## src/rtl/bqc_pkg.sv

```systemverilog
`timescale 1ns / 1ps
// ----------------------------------------------------------------------------
// bqc_pkg
// shared types, constants and helpers for the biquad cascade filter
// ----------------------------------------------------------------------------
package bqc_pkg;

	// defaults for the top-level parameters
	localparam int DEF_SECTIONS       = 4;
	localparam int DEF_SAMPLE_BITS    = 24;
	localparam int DEF_COEF_FRAC_BITS = 22;

	// fixed formats
	localparam int STATE_BITS         = 48;
	localparam int WIDE_BITS          = 64;
	localparam int NUM_COEFS          = 5;
	localparam int SECTION_FIELD_BITS = 2;
	localparam int COEF_INDEX_BITS    = 3;

	// command codes of an input word
	localparam logic CMD_LOAD   = 1'b0;
	localparam logic CMD_SAMPLE = 1'b1;

	typedef enum logic [COEF_INDEX_BITS-1:0] {
		SLOT_B0,
		SLOT_B1,
		SLOT_B2,
		SLOT_A1,
		SLOT_A2
	} coef_slot_t;

	// per-section sequence, at most one multiply per step
	typedef enum logic [2:0] {
		ST_IDLE,
		ST_MUL_B0,
		ST_ROUND,
		ST_S1_SUM,
		ST_S1_SUB,
		ST_S2_LOAD,
		ST_S2_END
	} cell_state_t;

	// handoff from one section to the next
	typedef struct packed {
		logic go;
		logic first;
	} cell_link_t;

	// coefficient write broadcast to every section
	typedef struct packed {
		logic                          en;
		logic [SECTION_FIELD_BITS-1:0] section;
		logic [COEF_INDEX_BITS-1:0]    index;
	} coef_wr_t;

	// saturate a wide signed value to the state width
	function automatic logic signed [STATE_BITS-1:0] sat_state(
		input logic signed [WIDE_BITS-1:0] v
	);
		logic [WIDE_BITS-STATE_BITS:0] upper;
		upper = v[WIDE_BITS-1:STATE_BITS-1];
		if ((&upper) || !(|upper)) begin
			return v[STATE_BITS-1:0];
		end else if (v[WIDE_BITS-1]) begin
			return {1'b1, {(STATE_BITS-1){1'b0}}};
		end else begin
			return {1'b0, {(STATE_BITS-1){1'b1}}};
		end
	endfunction

endpackage

```

## src/rtl/bqc_cell.sv

```systemverilog
`timescale 1ns / 1ps
// ----------------------------------------------------------------------------
// bqc_cell
// one transposed direct form II section with its own coefficients, states and
// a single multiplier stepped through five products
// ----------------------------------------------------------------------------
module bqc_cell
	import bqc_pkg::*;
#(
	parameter int SAMPLE_BITS    = DEF_SAMPLE_BITS,
	parameter int COEF_FRAC_BITS = DEF_COEF_FRAC_BITS,
	parameter int CELL_ID        = 0,
	localparam int COEF_BITS     = COEF_FRAC_BITS + 2
) (
	input  logic                          clk,
	input  logic                          arst_n,
	input  coef_wr_t                      coef_wr,
	input  logic signed [COEF_BITS-1:0]   coef_value,
	input  cell_link_t                    link_in,
	input  logic signed [SAMPLE_BITS-1:0] x_in,
	output cell_link_t                    link_out,
	output logic signed [SAMPLE_BITS-1:0] y_out
);

	localparam int PROD_BITS = SAMPLE_BITS + COEF_BITS;
	localparam int RND_BITS  = STATE_BITS + 2;
	localparam int ACC_BITS  = STATE_BITS + 2;
	localparam logic signed [RND_BITS-1:0] RND_HALF =
		RND_BITS'(longint'(1) << (COEF_FRAC_BITS - 1));
	localparam logic SECTION_REACHABLE = (CELL_ID < (1 << SECTION_FIELD_BITS));
	localparam logic [SECTION_FIELD_BITS-1:0] MY_SECTION = SECTION_FIELD_BITS'(CELL_ID);

	cell_state_t state_q, state_d;

	logic signed [COEF_BITS-1:0]   coef_q [NUM_COEFS];
	logic signed [STATE_BITS-1:0]  s1_q, s2_q;
	logic                          first_q;
	logic signed [SAMPLE_BITS-1:0] x_q, y_q;
	logic signed [STATE_BITS-1:0]  prod_q;
	logic signed [ACC_BITS-1:0]    acc_q;

	coef_slot_t                    mul_slot;
	logic                          mul_use_y;
	logic signed [COEF_BITS-1:0]   mul_coef;
	logic signed [SAMPLE_BITS-1:0] mul_data;
	logic signed [PROD_BITS-1:0]   prod;
	logic signed [STATE_BITS-1:0]  prod_sat;

	logic signed [RND_BITS-1:0]    rnd, rsh;
	logic [RND_BITS-SAMPLE_BITS:0] rsh_upper;
	logic signed [SAMPLE_BITS-1:0] y_sat;
	logic                          coef_hit;

	// next state and multiplier operand select
	always_comb begin
		state_d   = state_q;
		mul_slot  = SLOT_B0;
		mul_use_y = 1'b0;
		unique case (state_q)
			ST_IDLE: begin
				if (link_in.go) begin
					state_d = ST_MUL_B0;
				end
			end
			ST_MUL_B0: begin
				mul_slot = SLOT_B0;
				state_d  = ST_ROUND;
			end
			ST_ROUND: begin
				mul_slot = SLOT_B1;
				state_d  = ST_S1_SUM;
			end
			ST_S1_SUM: begin
				mul_slot  = SLOT_A1;
				mul_use_y = 1'b1;
				state_d   = ST_S1_SUB;
			end
			ST_S1_SUB: begin
				mul_slot = SLOT_B2;
				state_d  = ST_S2_LOAD;
			end
			ST_S2_LOAD: begin
				mul_slot  = SLOT_A2;
				mul_use_y = 1'b1;
				state_d   = ST_S2_END;
			end
			ST_S2_END: begin
				state_d = ST_IDLE;
			end
			default: begin
				state_d = ST_IDLE;
			end
		endcase
	end

	assign mul_coef = coef_q[mul_slot];
	assign mul_data = mul_use_y ? y_q : x_q;
	assign prod     = PROD_BITS'(mul_coef) * PROD_BITS'(mul_data);
	assign prod_sat = sat_state(WIDE_BITS'(prod));

	// round half up, drop the fraction, saturate to the sample width
	assign rnd       = RND_BITS'(prod_q) + RND_BITS'(s1_q) + RND_HALF;
	assign rsh       = rnd >>> COEF_FRAC_BITS;
	assign rsh_upper = rsh[RND_BITS-1:SAMPLE_BITS-1];
	always_comb begin
		if ((&rsh_upper) || !(|rsh_upper)) begin
			y_sat = rsh[SAMPLE_BITS-1:0];
		end else if (rsh[RND_BITS-1]) begin
			y_sat = {1'b1, {(SAMPLE_BITS-1){1'b0}}};
		end else begin
			y_sat = {1'b0, {(SAMPLE_BITS-1){1'b1}}};
		end
	end

	assign coef_hit = coef_wr.en && SECTION_REACHABLE && (coef_wr.section == MY_SECTION)
		&& (coef_wr.index <= SLOT_A2);

	always_ff @(posedge clk or negedge arst_n) begin
		if (!arst_n) begin
			state_q <= ST_IDLE;
			first_q <= 1'b0;
			s1_q    <= '0;
			s2_q    <= '0;
			for (int i = 0; i < NUM_COEFS; i++) begin
				coef_q[i] <= '0;
			end
		end else begin
			state_q <= state_d;
			if (coef_hit) begin
				coef_q[coef_wr.index] <= coef_value;
			end
			if (state_q == ST_IDLE && link_in.go) begin
				first_q <= link_in.first;
				if (link_in.first) begin
					s1_q <= '0;
					s2_q <= '0;
				end
			end
			if (state_q == ST_S2_LOAD) begin
				s1_q <= sat_state(WIDE_BITS'(acc_q));
			end
			if (state_q == ST_S2_END) begin
				s2_q <= sat_state(WIDE_BITS'(acc_q - ACC_BITS'(prod_q)));
			end
		end
	end

	// datapath registers
	always_ff @(posedge clk) begin
		if (state_q == ST_IDLE && link_in.go) begin
			x_q <= x_in;
		end
		prod_q <= prod_sat;
		if (state_q == ST_ROUND) begin
			y_q <= y_sat;
		end
		case (state_q)
			ST_S1_SUM:  acc_q <= ACC_BITS'(prod_q) + ACC_BITS'(s2_q);
			ST_S1_SUB:  acc_q <= acc_q - ACC_BITS'(prod_q);
			ST_S2_LOAD: acc_q <= ACC_BITS'(prod_q);
			default:    acc_q <= acc_q;
		endcase
	end

	assign link_out.go    = (state_q == ST_S2_END);
	assign link_out.first = first_q;
	assign y_out          = y_q;

endmodule

```

## config.mk

```make
export PLATFORM = sky130hd
export DESIGN_NAME = bqc_cell
export DESIGN_NICKNAME = d
export VERILOG_FILES = /design/src/rtl/bqc_pkg.sv /design/src/rtl/bqc_cell.sv
export SDC_FILE = /design/constraint.sdc
export NUM_CORES = 2
export LEC_CHECK = 0
export BUFFER_PORTS_ARGS = -buffer_cell sky130_fd_sc_hd__buf_2
export CAP_MARGIN = 10
export CORE_UTILIZATION = 25
export DETAILED_ROUTE_END_ITERATION = 6
export PLACE_DENSITY = 0.38
export SLEW_MARGIN = 0
export SYNTH_ARGS = -nofsm -noshare
export SYNTH_HDL_FRONTEND = slang
export SYNTH_SLANG_ARGS = --single-unit
```

## constraint.sdc

```tcl
create_clock -name clk -period 8.6 [get_ports clk]
set_clock_uncertainty 0.2 [all_clocks]
set_input_delay 1.29 -clock clk [delete_from_list [all_inputs] [get_ports clk]]
set_output_delay 1.29 -clock clk [all_outputs]
set_load 0.1 [all_outputs]
```

# --- Yosys cells after proc, flatten, opt, wreduce, memory -nomap -nowiden ---
# Index checks and enable logic that the tools add are counted.
classes:
  add_sub_neg: 5
  n_mul: 1
  n_lt_le_gt_ge: 4
  n_eq_ne: 7
  n_mux: 22
  bitwise_logic: 2
  n_reduce_logical: 26
op_table:
  columns: ["operator", "count"]
  rows:
  - ["$mux W48", 8]
  - ["$pmux W50 S3", 1]
  - ["$mux W24", 6]
  - ["$bwmux W120", 1]
  - ["$add A48 B48 Y49", 2]
  - ["$bmux W24 S3", 1]
  - ["$demux W24 S3", 1]
  - ["$sub A50 B48 Y51", 1]
  - ["$add A49 B23 Y50 const B", 1]
  - ["$sub A50 B48 Y50", 1]
  - ["$mul A24 B24 Y48", 1]
  - ["$pmux W3 S6", 1]
  - ["$reduce_and A17 Y1", 1]
  - ["$reduce_or A17 Y1", 1]
  - ["$pmux W3 S4", 1]
  - ["$eq A3 B3 Y1 const B", 3]
  - ["$ge A4 B4 Y1 const B", 2]
  - ["$not A3 Y4", 2]
  - ["$reduce_bool A2 Y1", 4]
  - ["$eq A3 B2 Y1 const B", 2]
  - ["$reduce_and A5 Y1", 1]
  - ["$reduce_or A5 Y1", 1]
  - ["$logic_and A1 B1 Y1", 4]
  - ["$lt A4 B1 Y1 const B", 1]
  - ["other kinds (14)", 19]
word_totals:
  reg_bits: 366
  in_bits: 58
  output_inout_bits: 26
  elab_cells: 80

# --- Depth between registers and ports, before layout ---
depth:
  word_depth: 7
  depth_mapped: 35
  mapped_depth_nobuf: 32

# --- Worst setup path after synthesis ---
# Ideal clock, no wire load.
synth_path:
  kind: "register to register"
  from: "register state_q[2]"
  to: "register prod_q[44]"
  setup_time_ns: 0.119
  arrival_ns: 8.219
  required_time_ns: 8.281
  setup_slack_ns: 0.062
  path_stages_with_launch: 32
  n_path_buf: 4
  path_cell_list: "dfrtp_1 > nor2b_1 > clkbuf_1 > and2_1 > clkbuf_1 > clkbuf_1 > clkbuf_1 > a221oi_1 > nor2_1 > fa_1 > inv_1 > fa_1 > fa_1 > inv_1 > fa_1 > inv_1 > fa_1 > inv_1 > fa_1 > inv_1 > fa_1 > inv_1 > ha_1 > nand4_1 > o221a_2 > and3_1 > o21ai_0 > a21oi_1 > o31ai_1 > a21o_1 > a21oi_1 > xnor2_1"
synth_via:
  elab_chain_cells: 7
  word_cells_on_any_way: 13
  classes_between: "mul (1); eq/ne (4); mux (6); bitwise (1); reduce/logical (1)"
synth_rtl:
  columns: ["element", "line_no", "rtl"]
  rows:
  - ["from (decl)", "bqc_cell.sv:33", "cell_state_t state_q, state_d;"]
  - ["from (signal assigned)", "bqc_cell.sv:128", "state_q <= state_d;"]
  - ["$eq A3 B3 Y1 or $eq A3 B2 Y1 (tied branches)", "bqc_cell.sv:59", "unique case (state_q)"]
  - ["$pmux W3 S4", "bqc_cell.sv:59", null]
  - ["$not A3 Y4 (implied by the code)", "bqc_cell.sv:96", "assign mul_coef = coef_q[mul_slot];"]
  - ["$bmux W24 S3", "bqc_cell.sv:96", null]
  - ["$mux W24 (implied by the code) (2 in series)", "bqc_cell.sv:96", null]
  - ["$mul A24 B24 Y48 (*)", "bqc_cell.sv:98", "assign prod = PROD_BITS'(mul_coef) * PROD_BITS'(mul_data);"]
  - ["net prod[44]", "bqc_cell.sv:46", "logic signed [PROD_BITS-1:0] prod;"]
  - ["to (signal assigned)", "bqc_cell.sv:153", "prod_q <= prod_sat;"]
  - ["to (decl)", "bqc_cell.sv:39", "logic signed [STATE_BITS-1:0] prod_q;"]
# Mark *: on every way through the listed nets, which the timed path passes. The rest lies on a longest branch. The select of a mux whose other input is x is not followed.
# A chain may end at the register's enable or synchronous reset.

# --- Final worst setup path ---
layout_path:
  from: "register state_q[0]"
  to: "register prod_q[40]"
# The elaborated chain is that of the path after synthesis.

==> flow_summary.ini <==
[outcome]
status = complete, no violations

[yosys]
yosys.area_share.simple_pct = 11.08
synthMuxAreaShare_pct = 5.229
synth_fa_ha_area_share_pct = 37.71
yosysTopAreaCell = fa_1
synth_top_area_share_pct = 28.26
syn_nets = 5519
synth-compound-area-share_pct = 13.02
yosysWarnings = 0
synthCells = 4526
async_reset_ff_share_pct = 60.11
synthFlopType = dfrtp_1
synth_xor_area_share_pct = 3.349
synth_top_family_by_area = adder cells
syn-cell-area_um2 = 43150
ys_top_cells_by_area = fa_1, dfrtp_1, ha_1
ys_types = 83
synth-edff-count = 98
syn_avg_cell_area_um2 = 9.533
synth-seq-area-share_pct = 21.81
synth_seq_cells = 366

[clock_network]
cts.clk_slew.worst_paths_ns = 0.06
numClockSinks = 366
cts_root_buf = clkbuf_16
cts_buffer_depth = 3
cts_hold_buf = 0
cts_tree = done
clkLatencyLatePin_ns = 0.67
cts_max_level = 2
numCtsBuffers = 48

[floorplanning]
row_count = 152
io-pin-count = 84
chipWidth_um = 417.4
core_um2 = 171500
start_util_pct = 25.15
die_area_um2 = 174300
die_h_um = 417.4

[timing]
relSlewSlack_pct = 32.34
min_period_ns = 8.321
setup_viol = 0
slew_viol_final = 0
fmax_mhz = 120.2
hold_viol = 0
hold_ws_ns = 0.2834
worstMarginPinSlew_ns = 1.015
period_share_pct = 96.76
rsz0062_at_grt = yes

[critical_path]
cpMaxStageDelayCell = fa_2
path_max_fanout = 9
cp.arrival_ns = 8.69
cp-end-kind = register
cpPeakStageDelay_ns = 0.62
crit_top_cell = fa_1
path_class = register to register
start_kind = register
cp.required_ns = 8.97

[final_layout]
fillers = 18261
drive_gt1_share_pct = 14.44
syn2layout_area_growth_pct = 17.16
final_net_count = 5735
multiInputGateArea_um2 = 30850
seqCellArea_um2 = 9414

[placed_design]
port_buffers = 83
gp_congestion = 0.8320
hpwlAfterDp_mm = 122.8

[global_routing]
grt_max_degree = 125
grt_first_pass_wirelength_mm = 229.1
grt_pass1_vias = 34606
grt_overflow = 0
grt_usage_pct = 17.65
antenna_found_initial = 4

[detailed_routing]
finalWirelength_mm = 154.8
drc_errors = 0
dr.pass1.iters = 7
via_count = 32589
viasPerCell = 4.595
wl_per_cell_um = 21.83
drtAntennaViolNets = 0
drt_iter0_drc = 1869

[min_path]
hp-class = register to register

[flow_run]
maxCapViolCount = 0
[cell type report]
class                      instances  share of cell area [%]
multi-input combinational       3275                   61.02
sequential                       366                   18.62
timing repair buffer             354                   6.094
tap                             2310                   5.717
inverter                         697                   5.190
clock buffer                      65                   2.807
clock inverter                    23                  0.5396
antenna                            2                0.009900
[metal layers]
| metal | vias to the layer above | wire, um | share of wire, % | track usage [%] |
|---|---|---|---|---|
| li1 | 15328 | - | - | - |
| met1 | 16536 | 71800 | 46 | 24.34 |
| met2 | 563 | 72200 | 47 | 29.23 |
| met3 | 162 | 6124 | 4.0 | 2.109 |
| met5 | - | 0 | 0 | 0 |
| met4 | 0 | 4699 | 3.0 | 4.389 |
[worst max-delay path: cells and delay by family, from the launching register on]
kind / cells / cell delay (ns)
flip-flops: 1 / 0.52
AO/OA/AOI/OAI: 10 / 1.88
AND/OR/NAND/NOR: 2 / 0.37
multiplexers: 1 / 0.31
XOR/XNOR: 1 / 0.14
adder cells (fa/ha/maj): 8 / 3.87
buffers and inverters: 8 / 0.90
[per-stage QoR]
| stage | setup TNS [ns] | instance area (um^2) | setup slack [ns] | util (%) | instances |
|---|---|---|---|---|---|
| 5_1_grt | -0.01074 | 50550 | -0.004933 | 29.47 | 7091 |
| 6_report | 0 | 50550 | 0.2788 | 29.47 | 7092 |
| 3_3_place_gp | 0 | 48270 | 0.03433 | 28.14 | 6975 |
| 3_5_place_dp | -0.01015 | 48270 | -0.01015 | 28.14 | 6975 |
| 2_1_floorplan | 0 | 43150 | 0.06152 | - | 4526 |
| 4_1_cts | 0 | 49970 | 0.003819 | 29.13 | 7064 |
[layout by cell type, fill, tap and decap left out, drive strengths merged, types with 42 or more instances in the layout]
cell type / count
o21ai: 176
edfxtp: 98
nor2: 460
clkbuf: 71
xor2: 57
mux2i: 69
nand3: 44
buf: 348
a21oi: 197
inv: 699
a211oi: 59
fa: 609
dfrtp: 220
nand2: 478
a221o: 42
xnor2: 108
ha: 326
mux2: 139
a21o: 127
dfxtp: 48
[cell usage after synthesis, types with 27 or more instances]
cell type    n
xor2_1      57
clkbuf_1   168
ha_1       326
a211oi_1    39
o21ai_0    154
mux2i_1     69
nand2_1    478
inv_1      696
a21oi_1    196
mux2_2     139
fa_1       609
a221o_1     42
nand3_1     44
a211o_1     30
dfrtp_1    220
nand4_1     27
a221oi_1    27
nor2_1     460
dfxtp_1     48
xnor2_1    108
edfxtp_1    98
a31oi_1     27
o21bai_1    31
a21o_1     127
[cells by family after synthesis]
| logic type | Yosys count |
|---|---|
| DFF | 366 |
| and+or+nand+nor | 1143 |
| buffers and inverters | 885 |
| adders and majority gates | 935 |
| AOI/OAI and AO/OA | 824 |
| xor gates and xnor gates | 165 |
| muxes | 208 |
[final timing paths]
check	end	slack, ns	start	cells after the start
worst max-delay path	prod_q[40]	0.28	state_q[0]	30
worst max register to register	prod_q[40]	0.28	state_q[0]	30
min in group asynchronous	s1_q[5]	0.52	arst_n	1
max in group asynchronous	coef_q[45]	6.41	arst_n	2
worst min register to register	s1_q[25]	0.28	s1_q[25]	2
worst min-delay path	s1_q[25]	0.28	s1_q[25]	2
[flip-flops by register name, summed over array words and instances, names as in the netlist]
signal   flops
acc_q       50
coef_q     120
first_q      1
prod_q      48
s1_q        48
s2_q        48
state_q      3
x_q         24
y_out       24
[timing repair]
action,4_1_cts,5_1_grt
buffers inserted,1,20
gates resized for setup,1,61
setup endpoints to repair,2,15
pin swaps,1,4
endpoints found under the hold margin,0,0
cloned,0,6
Power is left out: the tool's default activity adds up to more than one toggle a clock period on the data nets, which glitch-free logic cannot reach.
